## src/rtl/rcpp_pkg.sv

```systemverilog
// Package: constants, types and the command decode shared by the parser modules.
`default_nettype none

package rcpp_pkg;

  localparam int unsigned MaxFrame  = 64;
  localparam int unsigned ValueBits = 32;
  localparam int unsigned PosW      = 7;
  localparam int unsigned GainW     = 32;
  localparam int unsigned ByteW     = 8;
  localparam int unsigned OutDataW  = 48;

  localparam logic [ByteW-1:0] CmdSpeedLow  = 8'h59;
  localparam logic [ByteW-1:0] CmdSpeedHigh = 8'h58;
  localparam logic [ByteW-1:0] CmdDirFirst  = 8'h41;
  localparam logic [ByteW-1:0] CmdDirLast   = 8'h48;
  localparam logic [ByteW-1:0] FrameOpen    = 8'h7B;
  localparam logic [ByteW-1:0] FrameClose   = 8'h7D;
  localparam logic [ByteW-1:0] ReportMark   = 8'h50;
  localparam logic [ByteW-1:0] IdGainFirst  = 8'h30;
  localparam logic [ByteW-1:0] IdGainLast   = 8'h33;
  localparam logic [ByteW-1:0] DigitZero    = 8'h30;

  localparam logic [PosW-1:0] PosParamId = 7'd1;
  localparam logic [PosW-1:0] PosThird   = 7'd3;

  typedef struct packed {
    logic fwd;
    logic bwd;
    logic left;
    logic right;
  } dir_t;

  typedef struct packed {
    logic                    report_request;
    logic signed [GainW-1:0] gain_value;
    logic [1:0]              gain_select;
    logic                    gain_write;
    logic                    speed_high;
    logic                    turn_right;
    logic                    turn_left;
    logic                    go_backward;
    logic                    go_forward;
  } result_t;

  function automatic dir_t dir_decode(input logic [ByteW-1:0] b);
    dir_t d;
    d = '0;
    unique case (b)
      8'h41:   d = 4'b1000;
      8'h42:   d = 4'b1001;
      8'h43:   d = 4'b0001;
      8'h44:   d = 4'b0110;
      8'h45:   d = 4'b0100;
      8'h46:   d = 4'b0101;
      8'h47:   d = 4'b0010;
      8'h48:   d = 4'b1010;
      default: d = 4'b0000;
    endcase
    return d;
  endfunction

endpackage

`default_nettype wire

```

## src/rtl/rcpp_fold.sv

```systemverilog
// Saturating decimal fold: acc * 10 + (byte - '0'), clamped to the accumulator range.
`default_nettype none

module rcpp_fold
  import rcpp_pkg::*;
(
  input  wire logic signed [ValueBits-1:0] acc_i,
  input  wire logic        [ByteW-1:0]     byte_i,
  output      logic signed [ValueBits-1:0] acc_o
);

  localparam int unsigned ExtW = ValueBits + 5;
  localparam logic signed [ExtW-1:0] ExtMax =
    ExtW'({1'b0, {(ValueBits-1){1'b1}}});
  localparam logic signed [ExtW-1:0] ExtMin = -ExtMax - ExtW'(1);

  logic signed [ExtW-1:0] acc_ext;
  logic signed [ExtW-1:0] digit;
  logic signed [ExtW-1:0] sum;

  always_comb begin
    acc_ext = ExtW'(acc_i);
    digit   = ExtW'({1'b0, byte_i}) - ExtW'({1'b0, DigitZero});
    sum     = (acc_ext <<< 3) + (acc_ext <<< 1) + digit;
    if (sum > ExtMax) begin
      acc_o = ExtMax[ValueBits-1:0];
    end else if (sum < ExtMin) begin
      acc_o = ExtMin[ValueBits-1:0];
    end else begin
      acc_o = sum[ValueBits-1:0];
    end
  end

endmodule

`default_nettype wire

```

## src/rtl/remote_command_and_param_parser.sv

```systemverilog
// Top level: remote-control byte decoder with parameter frame parser.
//
//  channel  | dir | tdata fields (low bit up)
//  ---------+-----+--------------------------------------------------------------
//  s_axis   | in  | rx_byte[7:0]
//  m_axis   | out | go_forward, go_backward, turn_left, turn_right, speed_high,
//           |     | gain_write, gain_select[1:0], gain_value[31:0], report_request
//
// One beat in, one beat out; a new byte is taken every cycle while the output is not stalled.
// The path is an input register, then the decode feeding the result register; the decimal
// fold (one multiply-by-ten add with saturation) updates the parameter accumulator.
// Reset clears the frame state and selects low speed.
// A stalled result register holds the input register; one more byte is held there.
`default_nettype none

module remote_command_and_param_parser
  import rcpp_pkg::*;
(
  input  wire logic                clk_i,
  input  wire logic                rst_ni,
  input  wire logic                s_axis_tvalid,
  output      logic                s_axis_tready,
  input  wire logic [ByteW-1:0]    s_axis_tdata,   // rx_byte[7:0]
  output      logic                m_axis_tvalid,
  input  wire logic                m_axis_tready,
  output      logic [OutDataW-1:0] m_axis_tdata    // see table above, zero padded
);

  logic             in_valid_q;
  logic [ByteW-1:0] in_byte_q;
  logic             out_valid_q;
  result_t          out_q, out_d;

  logic in_frame_q, in_frame_d;
  logic [PosW-1:0] pos_q, pos_d;
  logic [ByteW-1:0] param_id_q, param_id_d;
  logic [ByteW-1:0] third_q, third_d;
  logic signed [ValueBits-1:0] acc_q, acc_d, acc_fold;
  logic speed_q, speed_d;

  logic advance;
  logic in_take;
  logic open_now;
  dir_t dir;
  logic signed [63:0] acc_wide;
  logic signed [GainW-1:0] gain_sat;

  assign advance       = !out_valid_q || m_axis_tready;
  assign s_axis_tready = !in_valid_q || advance;
  assign in_take       = s_axis_tvalid && s_axis_tready;

  rcpp_fold u_fold (
    .acc_i  (acc_q),
    .byte_i (in_byte_q),
    .acc_o  (acc_fold)
  );

  always_comb begin
    acc_wide = 64'(acc_q);
    if (acc_wide > 64'sd2147483647) begin
      gain_sat = GainW'(32'h7FFF_FFFF);
    end else if (acc_wide < -64'sd2147483648) begin
      gain_sat = GainW'(32'h8000_0000);
    end else begin
      gain_sat = acc_wide[GainW-1:0];
    end
  end

  always_comb begin
    in_frame_d = in_frame_q;
    pos_d      = pos_q;
    param_id_d = param_id_q;
    third_d    = third_q;
    acc_d      = acc_q;
    speed_d    = speed_q;
    dir        = dir_decode(in_byte_q);
    open_now   = in_frame_q || (in_byte_q == FrameOpen);
    out_d      = '0;

    if (in_byte_q == CmdSpeedLow) speed_d = 1'b0;
    if (in_byte_q == CmdSpeedHigh) speed_d = 1'b1;
    if (in_byte_q == FrameOpen) in_frame_d = 1'b1;

    if (in_byte_q == FrameClose) begin
      if (third_q == ReportMark) begin
        out_d.report_request = 1'b1;
      end else if (param_id_q >= IdGainFirst && param_id_q <= IdGainLast) begin
        out_d.gain_write  = 1'b1;
        out_d.gain_select = param_id_q[1:0];
        out_d.gain_value  = gain_sat;
      end
      in_frame_d = 1'b0;
      pos_d      = '0;
      param_id_d = '0;
      third_d    = '0;
      acc_d      = '0;
    end else if (open_now && pos_q < PosW'(MaxFrame)) begin
      if (pos_q == PosParamId) param_id_d = in_byte_q;
      if (pos_q == PosThird) third_d = in_byte_q;
      if (pos_q >= PosThird) acc_d = acc_fold;
      pos_d = pos_q + PosW'(1);
    end

    out_d.go_forward  = dir.fwd;
    out_d.go_backward = dir.bwd;
    out_d.turn_left   = dir.left;
    out_d.turn_right  = dir.right;
    out_d.speed_high  = speed_d;
  end

  always_ff @(posedge clk_i or negedge rst_ni) begin
    if (!rst_ni) begin
      in_valid_q  <= 1'b0;
      out_valid_q <= 1'b0;
      in_frame_q  <= 1'b0;
      pos_q       <= '0;
      param_id_q  <= '0;
      third_q     <= '0;
      acc_q       <= '0;
      speed_q     <= 1'b0;
    end else begin
      if (s_axis_tready) in_valid_q <= s_axis_tvalid;
      if (advance) out_valid_q <= in_valid_q;
      if (advance && in_valid_q) begin
        in_frame_q <= in_frame_d;
        pos_q      <= pos_d;
        param_id_q <= param_id_d;
        third_q    <= third_d;
        acc_q      <= acc_d;
        speed_q    <= speed_d;
      end
    end
  end

  always_ff @(posedge clk_i) begin
    if (in_take) in_byte_q <= s_axis_tdata;
    if (advance && in_valid_q) out_q <= out_d;
  end

  assign m_axis_tvalid = out_valid_q;
  assign m_axis_tdata  = {(OutDataW - $bits(result_t))'(0), out_q};

endmodule

`default_nettype wire
```

## config.mk

```make
export PLATFORM = sky130hd
export DESIGN_NAME = remote_command_and_param_parser
export DESIGN_NICKNAME = d
export VERILOG_FILES = /design/src/rtl/rcpp_pkg.sv /design/src/rtl/rcpp_fold.sv /design/src/rtl/remote_command_and_param_parser.sv
export SDC_FILE = /design/constraint.sdc
export NUM_CORES = 1
export LEC_CHECK = 0
export BUFFER_PORTS_ARGS = -buffer_cell sky130_fd_sc_hd__buf_2
export CORE_UTILIZATION = 40
export DETAILED_ROUTE_END_ITERATION = 10
export PLACE_DENSITY = 0.58
export SYNTH_ARGS = -nofsm -noshare
export SYNTH_HDL_FRONTEND = slang
export SYNTH_SLANG_ARGS = --single-unit
```

## constraint.sdc

```tcl
create_clock -name clk_i -period 5.77 [get_ports clk_i]
set_input_delay 0 -clock clk_i [delete_from_list [all_inputs] [get_ports clk_i]]
set_output_delay 0 -clock clk_i [all_outputs]
set_load 0.01 [all_outputs]
```

==> summary.txt, run 1 <==
Power and ir drop
  – Net switching power: roughly 0.00083 W
  – Total leakage power: 4.043 nW
  – Max VDD drop: between 0.15 and 0.2 mV
  – Logic pwr share: 0.310
  – Net Sw Frac: 0.3552
  – P per Cell Area: between 200 and 300 mW/mm2
  – Reg power frac: 0.411
  – Int Power: 0.001501 W
  – Power, Total: approximately 0.0023 W
  – Clock power frac: 0.279

Setup path
  – Startpoint Class: flip-flop
  – CP bufs+invs: 1
  – WP data arrival: between 5 and 6 ns
  – Reg2Reg Depth: 20
  – Crit path largest cell delay: 0.42 ns
  – Worst path cell trace: ha_1 > a21o_1 > a221o_1 > a31oi_1 > buf_4 > o21ai_1 > a21oi_2 > o31ai_1 > o41ai_1 > o21bai_1 > xor2_1 > ha_1 > nor2b_1 > a2111oi_4 > nand3_2 > a211o_1 > a21oi_2 > nand4_4 > and2_4 > a221o_1
  – Kind of critical path: reg2reg
  – CP Depth: 20
  – Worst path top cell family by delay: compound AO/OA/AOI/OAI gates
  – Slowest cell on crit path: dfrtp_1
  – WP data required: about 6 ns
  – Crit-path max FO: 13
  – Critical Path Sink Type: flip-flop

Placement
  – DP HPWL: 13790 um
  – Final RePlAce weighted congestion: between 0.8 and 0.9
  – Port Buffers: 54
  – Placed Instances: roughly 1100

Final layout
  – Commonest non-fill, non-tap cell in the layout: ha_1
  – Most frequent cells in the layout: ha_1, a21oi_1, nand2_1
  – # diodes: 0
  – Layout cells sized above 1: 0.1283
  – Non-Filler Instances: roughly 1100
  – Layout area overhead: 12.28%
  – Nets: 962
  – Fin util: 0.4571

Detailed routing
  – Pre-antenna DRT Iters: 5
  – Vias per std cell: about 5.5
  – Detailed Route WL: just under 20000 um
  – DR WL/cell: approximately 17 um
  – Drt first-iter violations: 298
  – Routed Antenna Nets: 0
  – Routed vias: approximately 6400
  – DRC viols: 0

Logic synthesis
  – Post-Syn Area: 0.007898 mm2
  – Post-Synth XOR/XNOR Area: 0.07177
  – Fraction of registers with async set/reset: 0.5463
  – Top FF cell, synth: dfrtp_1
  – Post-synth cell types: 75
  – Synth Area in Adders: 0.1191
  – Compound-Gate Fraction of Synth Area: 0.2307
  – Mux contribution to synthesized area: 0.005703
  – Post-synth EDFFs: 49
  – Simple-gate share of the synthesized area: 0.1606
  – Number of synthesized register bits: 108
  – Syn_area_per_cell: between 9 and 10 um2
  – Post-Synthesis Cells: approximately 820
  – YS warnings: 0
  – Seq/Total Area, Yosys: 0.3733
  – Largest family of logic cells by synthesized area: compound AO/OA/AOI/OAI gates

STA
  – Setup TNS: 0 ns
  – Rel. slew slack: 0.3598
  – RSZ-0062 raised after global routing: false
  – Final Cycle Share: 0.9182
  – Clock skew: 0.009866 ns
  – Slew Viols, Final: 0
  – Worst Tran Pin Value: between 0.9 and 1 ns
  – Fin. Hold Viols: 0
  – Fmax: 0.1888 GHz
  – Final setup fails: 0
  – Tmin final: ~5.3 ns

Outcome
  – Status: complete, no violations

Die
  – Placeable Area: 0.01940 mm2
  – Cell row count: 51
  – Ports: 62
  – Die area: just over 0.02 mm2
  – Die W: 142.5 um
  – Die height: 142.5 um
  – Starting Density: 0.4071

Global route
  – Initial antenna violation count: 0
  – First-pass GRT wire length: 31560 um
  – Largest net degree at the start of global routing: 60
  – GRT Total Usage: 0.2005
  – GRT overflow: 0
  – Vias in the first global route: roughly 6000

Clock network
  – CTS tree: built
  – CTS sink cnt: roughly 110
  – Max clock buf depth: 2
  – CTS root buffer: clkbuf_16
  – CTS buffer count: 9
  – H-tree levels: 3
  – Reg clk slew, reported paths: 0.08 ns
  – Post-CTS Setup Bufs: 0
  – Clk Latency, worst-skew pair: ~0.37 ns

Hold path
  – Min-delay worst type: in2async

Flow run
  – Max_cap viols: 0
==> final timing paths <==
kind,from,slack (ns),to
hold reg to reg,third_q[4]$_DFFE_PN0P_,0.49,third_q[4]$_DFFE_PN0P_
hold / removal,rst_ni,0.33,m_axis_tvalid$_DFFE_PN0P_
min in group clk_i,s_axis_tdata[3],0.35,in_byte_q[3]$_DFFE_PP_
setup reg to reg,acc_q[6]$_DFFE_PN0P_,0.47,acc_q[21]$_DFFE_PN0P_
setup / recovery,acc_q[6]$_DFFE_PN0P_,0.47,acc_q[21]$_DFFE_PN0P_
max in group asynchronous,rst_ni,4.91,third_q[5]$_DFFE_PN0P_
==> area by class of cell <==
class | instances | area (um2)
inverters | 24 | 90.09
clock buffers | 10 | 239.0
fillers | 1933 | 10530
repair buffers | 76 | 478.0
flip-flops and latches | 108 | 2948
multi-input cells | 657 | 4718
well taps | 265 | 331.6
clock inverters | 6 | 62.56
==> cell usage after synthesis, types with 6 or more instances <==
cell type	number	area, um2
a21oi_1	74	370.4
ha_1	72	900.9
nand2_1	63	236.5
dfrtp_1	59	1476
nor2_1	50	187.7
edfxtp_1	49	1471
o21ai_0	39	195.2
and2_1	38	237.7
xnor2_1	37	324.1
a221o_1	28	280.3
inv_1	24	90.09
xor2_1	24	210.2
a21o_1	23	172.7
clkbuf_1	21	78.83
nor3_1	16	80.08
nand3_1	13	65.06
a31oi_1	12	75.07
and3_1	12	75.07
a22o_1	9	78.83
nand4_1	9	56.30
o211ai_1	9	67.56
o21a_1	9	67.56
o21bai_1	9	67.56
buf_4	8	60.06
nand2b_1	8	50.05
nand3b_1	7	52.55
nor2b_1	7	43.79
a211oi_1	6	45.04
==> state kept, by name, summed over array words and instances, names as in the netlist, 7 cells and up <==
register and cells:
acc_q 32, in_byte_q 8, m_axis_tdata 41, param_id_q 8, pos_q 7, third_q 8
==> power groups by stage <==
stage	Sequential (W)	Clock, W	Combinational, W
after floorplan	0.000956	0	0.000541
after global placement	0.000974	0	0.000707
after detailed placement	0.000974	0	0.000705
after CTS	0.000959	0.000665	0.000718
after global routing	0.000969	0.000696	0.000808
final	0.000957	0.000650	0.000722
==> through the flow <==
| stage | setup WS (ns) | area [um2] | hold slack, ns |
|---|---|---|---|
| 6_report | 0.4720 | 8867 | 0.3328 |
| 5_1_grt | 0.09353 | 8867 | 0.3472 |
| 4_1_cts | 0.2525 | 8830 | 0.3307 |
| 3_5_place_dp | 0.3150 | 8408 | 0.1781 |
| 3_3_place_gp | 0.3382 | 8408 | 0.1778 |
| 2_1_floorplan | 0.3455 | 7920 | -0.2956 |
==> cells by family after synthesis <==
kind of cell | Yosys count
multiplexers | 4
flip-flops | 108
adder cells (fa/ha/maj) | 74
other | 1
buffers and inverters | 60
XOR/XNOR | 63
AO/OA/AOI/OAI | 263
AND/OR/NAND/NOR | 245
==> timing repair <==
action	4_1_cts	5_1_grt
hold endpoints to repair	69	0
gates resized for setup	0	6
hold buffers	12	0
setup endpoints to repair	0	27
==> worst register-to-register path: cells and delay by family (launching register included) <==
kind / cells / cell delay [ns]
buffers and inverters: 1 / 0.17
DFF: 1 / 0.42
adders and majority gates: 2 / 0.74
AOI/OAI and AO/OA: 12 / 2.94
xor gates and xnor gates: 1 / 0.16
and+or+nand+nor: 4 / 0.79
==> per-layer routing <==
layer | vias up | share of wire | GRT usage
li1 | 3167 | - | -
met1 | 3060 | 0.51 | 0.2819
met2 | 108 | 0.44 | 0.3166
met3 | 16 | 0.028 | 0.02591
met4 | 0 | 0.015 | 0.06678
met5 | - | 0 | 0
No activity file was read; power rests on OpenSTA's default activity.
==> inputs of run 2 (changes only) <==
==> constraint.sdc (replaced) <==
create_clock -name clk_i -period 5.77 [get_ports clk_i]
set_input_delay 0.577 -clock clk_i [delete_from_list [all_inputs] [get_ports clk_i]]
set_output_delay 0.577 -clock clk_i [all_outputs]
set_load 0.01 [all_outputs]
==> summary.txt, run 2 (same netlist as run 1, synthesis figures left out) <==
STA
  – Final hold slack: 0.3751 ns (was 0.3328 ns)
  – Slew Viols, Final: 0 (unchanged)
  – Fmax: 0.1885 GHz (was 0.1888 GHz)
  – Final Cycle Share: 0.9196 (was 0.9182)
  – Worst Tran Pin Value: 0.9569 ns (was 0.9589 ns)
  – Setup TNS: 0 ns (unchanged)
  – RSZ-0062 raised after global routing: false (unchanged)
  – Clock skew: 0.009010 ns (was 0.009866 ns)
  – Tmin final: 5.306 ns (was 5.298 ns)
  – Fin. Hold Viols: 0 (unchanged)
  – Rel. slew slack: 0.3612 (was 0.3598)
  – Final setup fails: 0 (unchanged)

Setup path
  – Critical Path Sink Type: flip-flop (unchanged)
  – Slowest cell on crit path: ha_1 (was dfrtp_1)
  – Worst Setup EP: acc_q[14]$_DFFE_PN0P_ (was acc_q[21]$_DFFE_PN0P_)
  – Crit-path max FO: 27 (was 13)
  – WP data arrival: 5.62 ns (was 5.55 ns)
  – Crit path largest cell delay: 0.47 ns (was 0.42 ns)
  – Kind of critical path: reg2reg (unchanged)
  – Startpoint Class: flip-flop (unchanged)
  – R2r setup slk: 0.46 ns (was 0.47 ns)
  – WP data required: 6.08 ns (was 6.02 ns)
  – Worst path cell trace: ha_1 > inv_1 > fa_1 > nor2b_1 > o31a_1 > o311ai_2 > nand2_1 > a31o_2 > o21ai_0 > o21ai_0 > a21oi_1 > xnor2_1 > ha_1 > nand4_1 > nor2_1 > o2111ai_1 > a211oi_1 > a2bb2oi_2 > and2b_1 > a31o_2 > buf_12 > a221o_1 (was ha_1 > a21o_1 > a221o_1 > a31oi_1 > buf_4 > o21ai_1 > a21oi_2 > o31ai_1 > o41ai_1 > o21bai_1 > xor2_1 > ha_1 > nor2b_1 > a2111oi_4 > nand3_2 > a211o_1 > a21oi_2 > nand4_4 > and2_4 > a221o_1)
  – Reg2reg end: acc_q[14]$_DFFE_PN0P_ (was acc_q[21]$_DFFE_PN0P_)
  – CP Launch Point: acc_q[0]$_DFFE_PN0P_ (was acc_q[6]$_DFFE_PN0P_)
  – Reg2reg start: acc_q[0]$_DFFE_PN0P_ (was acc_q[6]$_DFFE_PN0P_)
  – Reg2Reg Depth: 22 (was 20)

Power and ir drop
  – P per Cell Area: 265.6 mW/mm2 (was 262.6 mW/mm2)
  – Total leakage power: 3.993 nW (was 4.043 nW)
  – Max VDD drop: 0.1503 mV (about the same)

Detailed routing
  – Routed Antenna Nets: 0 (unchanged)
  – DR WL/cell: 17.38 um (was 17.25 um)
  – Vias per std cell: 5.554 (was 5.542)
  – Detailed Route WL: 19710 um (was 19770 um)
  – DRC viols: 0 (unchanged)
  – Pre-antenna DRT Iters: 4 (was 5)
  – Routed vias: 6298 (was 6351)
  – Drt first-iter violations: 369 (was 298)

Die
  – Die height: 142.5 um (unchanged)
  – Starting Density: 0.4071 (unchanged)
  – Die area: 0.02031 mm2 (unchanged)
  – Placeable Area: 0.01940 mm2 (unchanged)
  – Die W: 142.5 um (unchanged)
  – Ports: 62 (unchanged)
  – Cell row count: 51 (unchanged)

Placement
  – Final RePlAce weighted congestion: 0.8270 (unchanged)
  – DP HPWL: 13790 um (unchanged)
  – Port Buffers: 54 (unchanged)

Clock network
  – CTS buffer count: 9 (unchanged)
  – Max clock buf depth: 2 (unchanged)
  – CTS root buffer: clkbuf_16 (unchanged)
  – H-tree levels: 3 (unchanged)
  – CTS Hold Buffers Added: 0 (was 12)
  – CTS sink cnt: 108 (unchanged)
  – Clk Latency, worst-skew pair: 0.37 ns (about the same)
  – Reg clk slew, reported paths: 0.08 ns (about the same)
  – CTS tree: built (unchanged)

Global route
  – Initial antenna violation count: 0 (unchanged)
  – Busiest layer in global routing: met2 (unchanged)
  – GRT overflow: 0 (unchanged)
  – GR Util met1: 0.2805 (was 0.2819)
  – Routing usage on met3: 0.02624 (was 0.02591)
  – Largest net degree at the start of global routing: 60 (unchanged)
  – Vias in the first global route: 5966 (was 6012)
  – GRT Total Usage: 0.1994 (was 0.2005)
  – Met2 usage: 0.3142 (was 0.3166)
  – First-pass GRT wire length: 31390 um (was 31560 um)

Final layout
  – Max reg flops: 41 (unchanged)
  – Fill cell count: 1947 (was 1933)
  – Layout cells sized above 1: 0.1300 (was 0.1283)
  – Nets: 950 (was 962)
  – # diodes: 0 (unchanged)
  – Layout area overhead: 10.76% (was 12.28%)
  – Commonest non-fill, non-tap cell in the layout: ha_1 (unchanged)
  – Most frequent cells in the layout: ha_1, a21oi_1, nand2_1 (unchanged)

Outcome
  – Status: complete, no violations (unchanged)

Flow run
  – Max_cap viols: 0 (unchanged)

Hold path
  – Min-delay worst type: in2async (unchanged)
-- run 2: changes by cell type in the layout (fill, tap and decap cells not counted) --
| cell | delta |
|---|---|
| dlygate4sd3_1 | -12 |
-- run 2: how the worst min path moves through the flow --
stage	cells after the start	slack [ns]	from	end
floorplan	0	0.28	rst_ni	acc_q[0]$_DFFE_PN0P_
global placement	2	0.46	third_q[4]$_DFFE_PN0P_	third_q[4]$_DFFE_PN0P_
detailed placement	2	0.47	third_q[4]$_DFFE_PN0P_	third_q[4]$_DFFE_PN0P_
CTS	1	0.38	s_axis_tdata[1]	in_byte_q[1]$_DFFE_PP_
global route	1	0.38	s_axis_tdata[2]	in_byte_q[2]$_DFFE_PP_
finish	2	0.38	rst_ni	m_axis_tvalid$_DFFE_PN0P_
-- run 2: per-stage QoR --
stage | setup slack [ns] | total power (W) | instance area [um2] | util | cells
after floorplan | 0.3455 | 0.001497 | 7920 | - | 824
after global placement | 0.3382 | 0.001681 | 8408 | 0.4334 | 1117
after detailed placement | 0.3150 | 0.001680 | 8408 | 0.4334 | 1117
after CTS | 0.2525 | 0.002335 | 8710 | 0.4490 | 1133
after global routing | 0.09587 | 0.002465 | 8747 | 0.4509 | 1134
final | 0.4638 | 0.002323 | 8747 | 0.4509 | 1134
-- run 2: report_power, final --
group	leakage, nW	switching (W)	internal (W)	total [W]
clock network	0.149	0.000333	0.000318	0.000651
logic	2.55	0.000422	0.000293	0.000715
registers	1.29	0.0000719	0.000885	0.000957
-- run 2: what timing repair did --
item	4_1_cts	5_1_grt
setup endpoints to repair	0	27
hold endpoints to repair	0	0
gates resized for setup	0	6
buffers inserted	0	0
-- run 2: final cells by class --
type                    count  area [um2]  share of cell area
repair buffers             64       357.8             0.04091
well taps                 265       331.6             0.03791
clock buffers              10       239.0             0.02732
multi-input cells         657        4718              0.5394
inverters                  24       90.09             0.01030
flip-flops and latches    108        2948              0.3370
clock inverters             6       62.56            0.007152
-- run 2: critical path: cells and delay by family, from the launching register on --
family,cells,cell delay [ns]
simple gates,5,0.94
flops,1,0.42
compound gates,11,2.64
buf+inv,2,0.26
xor+xnor,1,0.09
fa+ha+maj,3,0.89
-- run 2: per-layer routing --
| metal | part of all wire | vias up | routed length (um) |
|---|---|---|---|
| met5 | 0 | - | 0 |
| met4 | 0.015 | 0 | 300 |
| met3 | 0.028 | 15 | 553 |
| met2 | 0.44 | 98 | 8709 |
| met1 | 0.51 | 3041 | 10150 |
| li1 | - | 3144 | - |
==> inputs of run 3 (changes only) <==
- CORE_MARGIN: not set -> 2
==> summary.txt, run 3 (same netlist as run 1, synthesis figures left out) <==
Final layout
  – Nets: 950 (unchanged)
  – # diodes: 0 (unchanged)
  – Commonest non-fill, non-tap cell in the layout: a21oi_1 (was ha_1)
  – Max reg flops: 41 (unchanged)
  – Fill cell count: 1920 (was 1947)
  – Layout cells sized above 1: 0.1300 (unchanged)
  – Non-Filler Instances: 1134 (unchanged)
  – Most frequent cells in the layout: a21oi_1, ha_1, nand2_1 (was ha_1, a21oi_1, nand2_1)
  – Layout area overhead: 11.01% (was 10.76%)
  – Final instance area: 0.008767 mm2 (was 0.008747 mm2)

Placement
  – Area after DPL: 0.008408 mm2 (unchanged)
  – Placed Instances: 1117 (unchanged)
  – Port Buffers: 54 (unchanged)
  – DP HPWL: 13900 um (was 13790 um)
  – Final RePlAce weighted congestion: 0.8544 (was 0.8270)

STA
  – Rel. slew slack: 0.3621 (was 0.3612)
  – Worst Tran Pin Value: 0.9554 ns (was 0.9569 ns)
  – RSZ-0062 raised after global routing: false (unchanged)
  – Final setup fails: 0 (unchanged)
  – Fin. Hold Viols: 0 (unchanged)
  – Final Cycle Share: 0.9589 (was 0.9196)
  – Tmin final: 5.533 ns (was 5.306 ns)
  – Fmax: 0.1807 GHz (was 0.1885 GHz)
  – Setup TNS: 0 ns (unchanged)
  – Slew Viols, Final: 0 (unchanged)
  – Clock skew: 0.01509 ns (was 0.009010 ns)

Die
  – Die area: 0.02088 mm2 (was 0.02031 mm2)
  – Die W: 144.5 um (was 142.5 um)
  – Placeable Area: 0.01940 mm2 (unchanged)
  – Cell row count: 51 (unchanged)
  – Ports: 62 (unchanged)
  – Die height: 144.5 um (was 142.5 um)
  – Starting Density: 0.4071 (unchanged)

Detailed routing
  – DR WL/cell: 17.32 um (was 17.38 um)
  – Drt first-iter violations: 430 (was 369)
  – Pre-antenna DRT Iters: 5 (was 4)
  – DRC viols: 0 (unchanged)
  – Vias per std cell: 5.567 (was 5.554)
  – Routed vias: 6313 (was 6298)
  – Detailed Route WL: 19640 um (was 19710 um)
  – Routed Antenna Nets: 0 (unchanged)

Global route
  – GRT overflow: 0 (unchanged)
  – Vias in the first global route: 6090 (was 5966)
  – First-pass GRT wire length: 31530 um (was 31390 um)
  – Initial antenna violation count: 0 (unchanged)
  – GRT Total Usage: 0.1918 (was 0.1994)
  – Largest net degree at the start of global routing: 60 (unchanged)

Setup path
  – Reg2reg start: acc_q[6]$_DFFE_PN0P_ (was acc_q[0]$_DFFE_PN0P_)
  – Crit-path max FO: 13 (was 27)
  – WP data arrival: 5.77 ns (was 5.62 ns)
  – Crit path largest cell delay: 0.45 ns (was 0.47 ns)
  – WP data required: 6.01 ns (was 6.08 ns)
  – Critical Path Sink Type: flip-flop (unchanged)
  – CP Launch Point: acc_q[6]$_DFFE_PN0P_ (was acc_q[0]$_DFFE_PN0P_)
  – Kind of critical path: reg2reg (unchanged)
  – Slowest cell on crit path: o41ai_1 (was ha_1)
  – Startpoint Class: flip-flop (unchanged)
  – Worst path cell trace: ha_1 > a21o_1 > a221o_1 > a31oi_1 > buf_4 > o21ai_1 > a21oi_1 > o31ai_1 > o41ai_1 > o21bai_1 > xor2_1 > ha_1 > nor2b_1 > a2111oi_4 > nand3_2 > a211o_1 > a21oi_2 > nand4_4 > and2_4 > a221o_1 (was ha_1 > inv_1 > fa_1 > nor2b_1 > o31a_1 > o311ai_2 > nand2_1 > a31o_2 > o21ai_0 > o21ai_0 > a21oi_1 > xnor2_1 > ha_1 > nand4_1 > nor2_1 > o2111ai_1 > a211oi_1 > a2bb2oi_2 > and2b_1 > a31o_2 > buf_12 > a221o_1)

Clock network
  – Max clock buf depth: 2 (unchanged)
  – H-tree levels: 3 (unchanged)
  – CTS root buffer: clkbuf_16 (unchanged)
  – Clk Latency, worst-skew pair: 0.36 ns (was 0.37 ns)
  – Reg clk slew, reported paths: 0.08 ns (about the same)
  – CTS buffer count: 9 (unchanged)
  – CTS tree: built (unchanged)
  – Post-CTS Setup Bufs: 0 (unchanged)
  – CTS sink cnt: 108 (unchanged)

Hold path
  – Min-delay worst type: in2async (unchanged)

Outcome
  – Status: complete, no violations (unchanged)

Power and ir drop
  – Total leakage power: 3.999 nW (was 3.993 nW)
  – P per Cell Area: 267.2 mW/mm2 (was 265.6 mW/mm2)
  – Max VDD drop: 0.1276 mV (was 0.1503 mV)

Flow run
  – Max_cap viols: 0 (unchanged)
[run 3: changes by cell type in the layout (fill, tap and decap cells not counted), sizes merged]
| cell | previous run | this run |
|---|---|---|
| clkinv | 2 | 3 |
| inv | 28 | 27 |
[run 3: cell type report]
type                       count  area (um2)  share of cell area
clock buffer                  10       250.2             0.02854
clock inverter                 6       72.57            0.008277
sequential                   108        2948              0.3362
timing repair buffer          64       357.8             0.04082
multi-input combinational    657        4717              0.5380
tap                          265       331.6             0.03782
inverter                      24       90.09             0.01028
[run 3: per-stage QoR]
step	power [W]	hold slack, ns	utilization	worst slack [ns]
after floorplan	0.001497	0.2814	-	0.3455
after global placement	0.001680	0.4592	0.4334	0.3448
after detailed placement	0.001677	0.4677	0.4334	0.3204
after CTS	0.002354	0.3890	0.4501	0.2517
after global routing	0.002491	0.3792	0.4519	0.02610
final	0.002342	0.3864	0.4519	0.2374
[run 3: layer usage]
layer  part of all wire  vias to the layer above  global-route usage
li1                   -                     3144                   -
met1               0.50                     3017              0.2732
met3              0.040                       20             0.02881
met4              0.016                        0             0.05314
met5                  0                        -                   0
met2               0.44                      132              0.3036
[run 3: worst paths after layout]
path / to / cells past startpoint / slack, ns
min in group clk_i: in_byte_q[1]$_DFFE_PP_ / 1 / 0.39
worst min register to register: third_q[4]$_DFFE_PN0P_ / 2 / 0.48
max in group asynchronous: third_q[5]$_DFFE_PN0P_ / 2 / 4.85
worst max register to register: acc_q[17]$_DFFE_PN0P_ / 20 / 0.24
worst max-delay path: acc_q[17]$_DFFE_PN0P_ / 20 / 0.24
worst min-delay path: acc_q[5]$_DFFE_PN0P_ / 2 / 0.39
[run 3: what timing repair did]
item	CTS	global route
gates resized for setup	0	6
endpoints found under the setup margin	0	27
hold buffers	0	0
hold endpoints to repair	0	0
[run 3: power breakdown]
part	switching [W]	internal, W
logic	0.000419	0.000293
registers	0.0000724	0.000885
clock network	0.000336	0.000336
total	0.000827	0.00151
[run 3: worst max-delay path: cells and delay by family (launching register included)]
| kind | cells | cell delay [ns] |
|---|---|---|
| AO/OA/AOI/OAI | 12 | 3.10 |
| AND/OR/NAND/NOR | 4 | 0.79 |
| buffers and inverters | 1 | 0.16 |
| XOR/XNOR | 1 | 0.16 |
| adder cells (fa/ha/maj) | 2 | 0.75 |
| flip-flops | 1 | 0.43 |
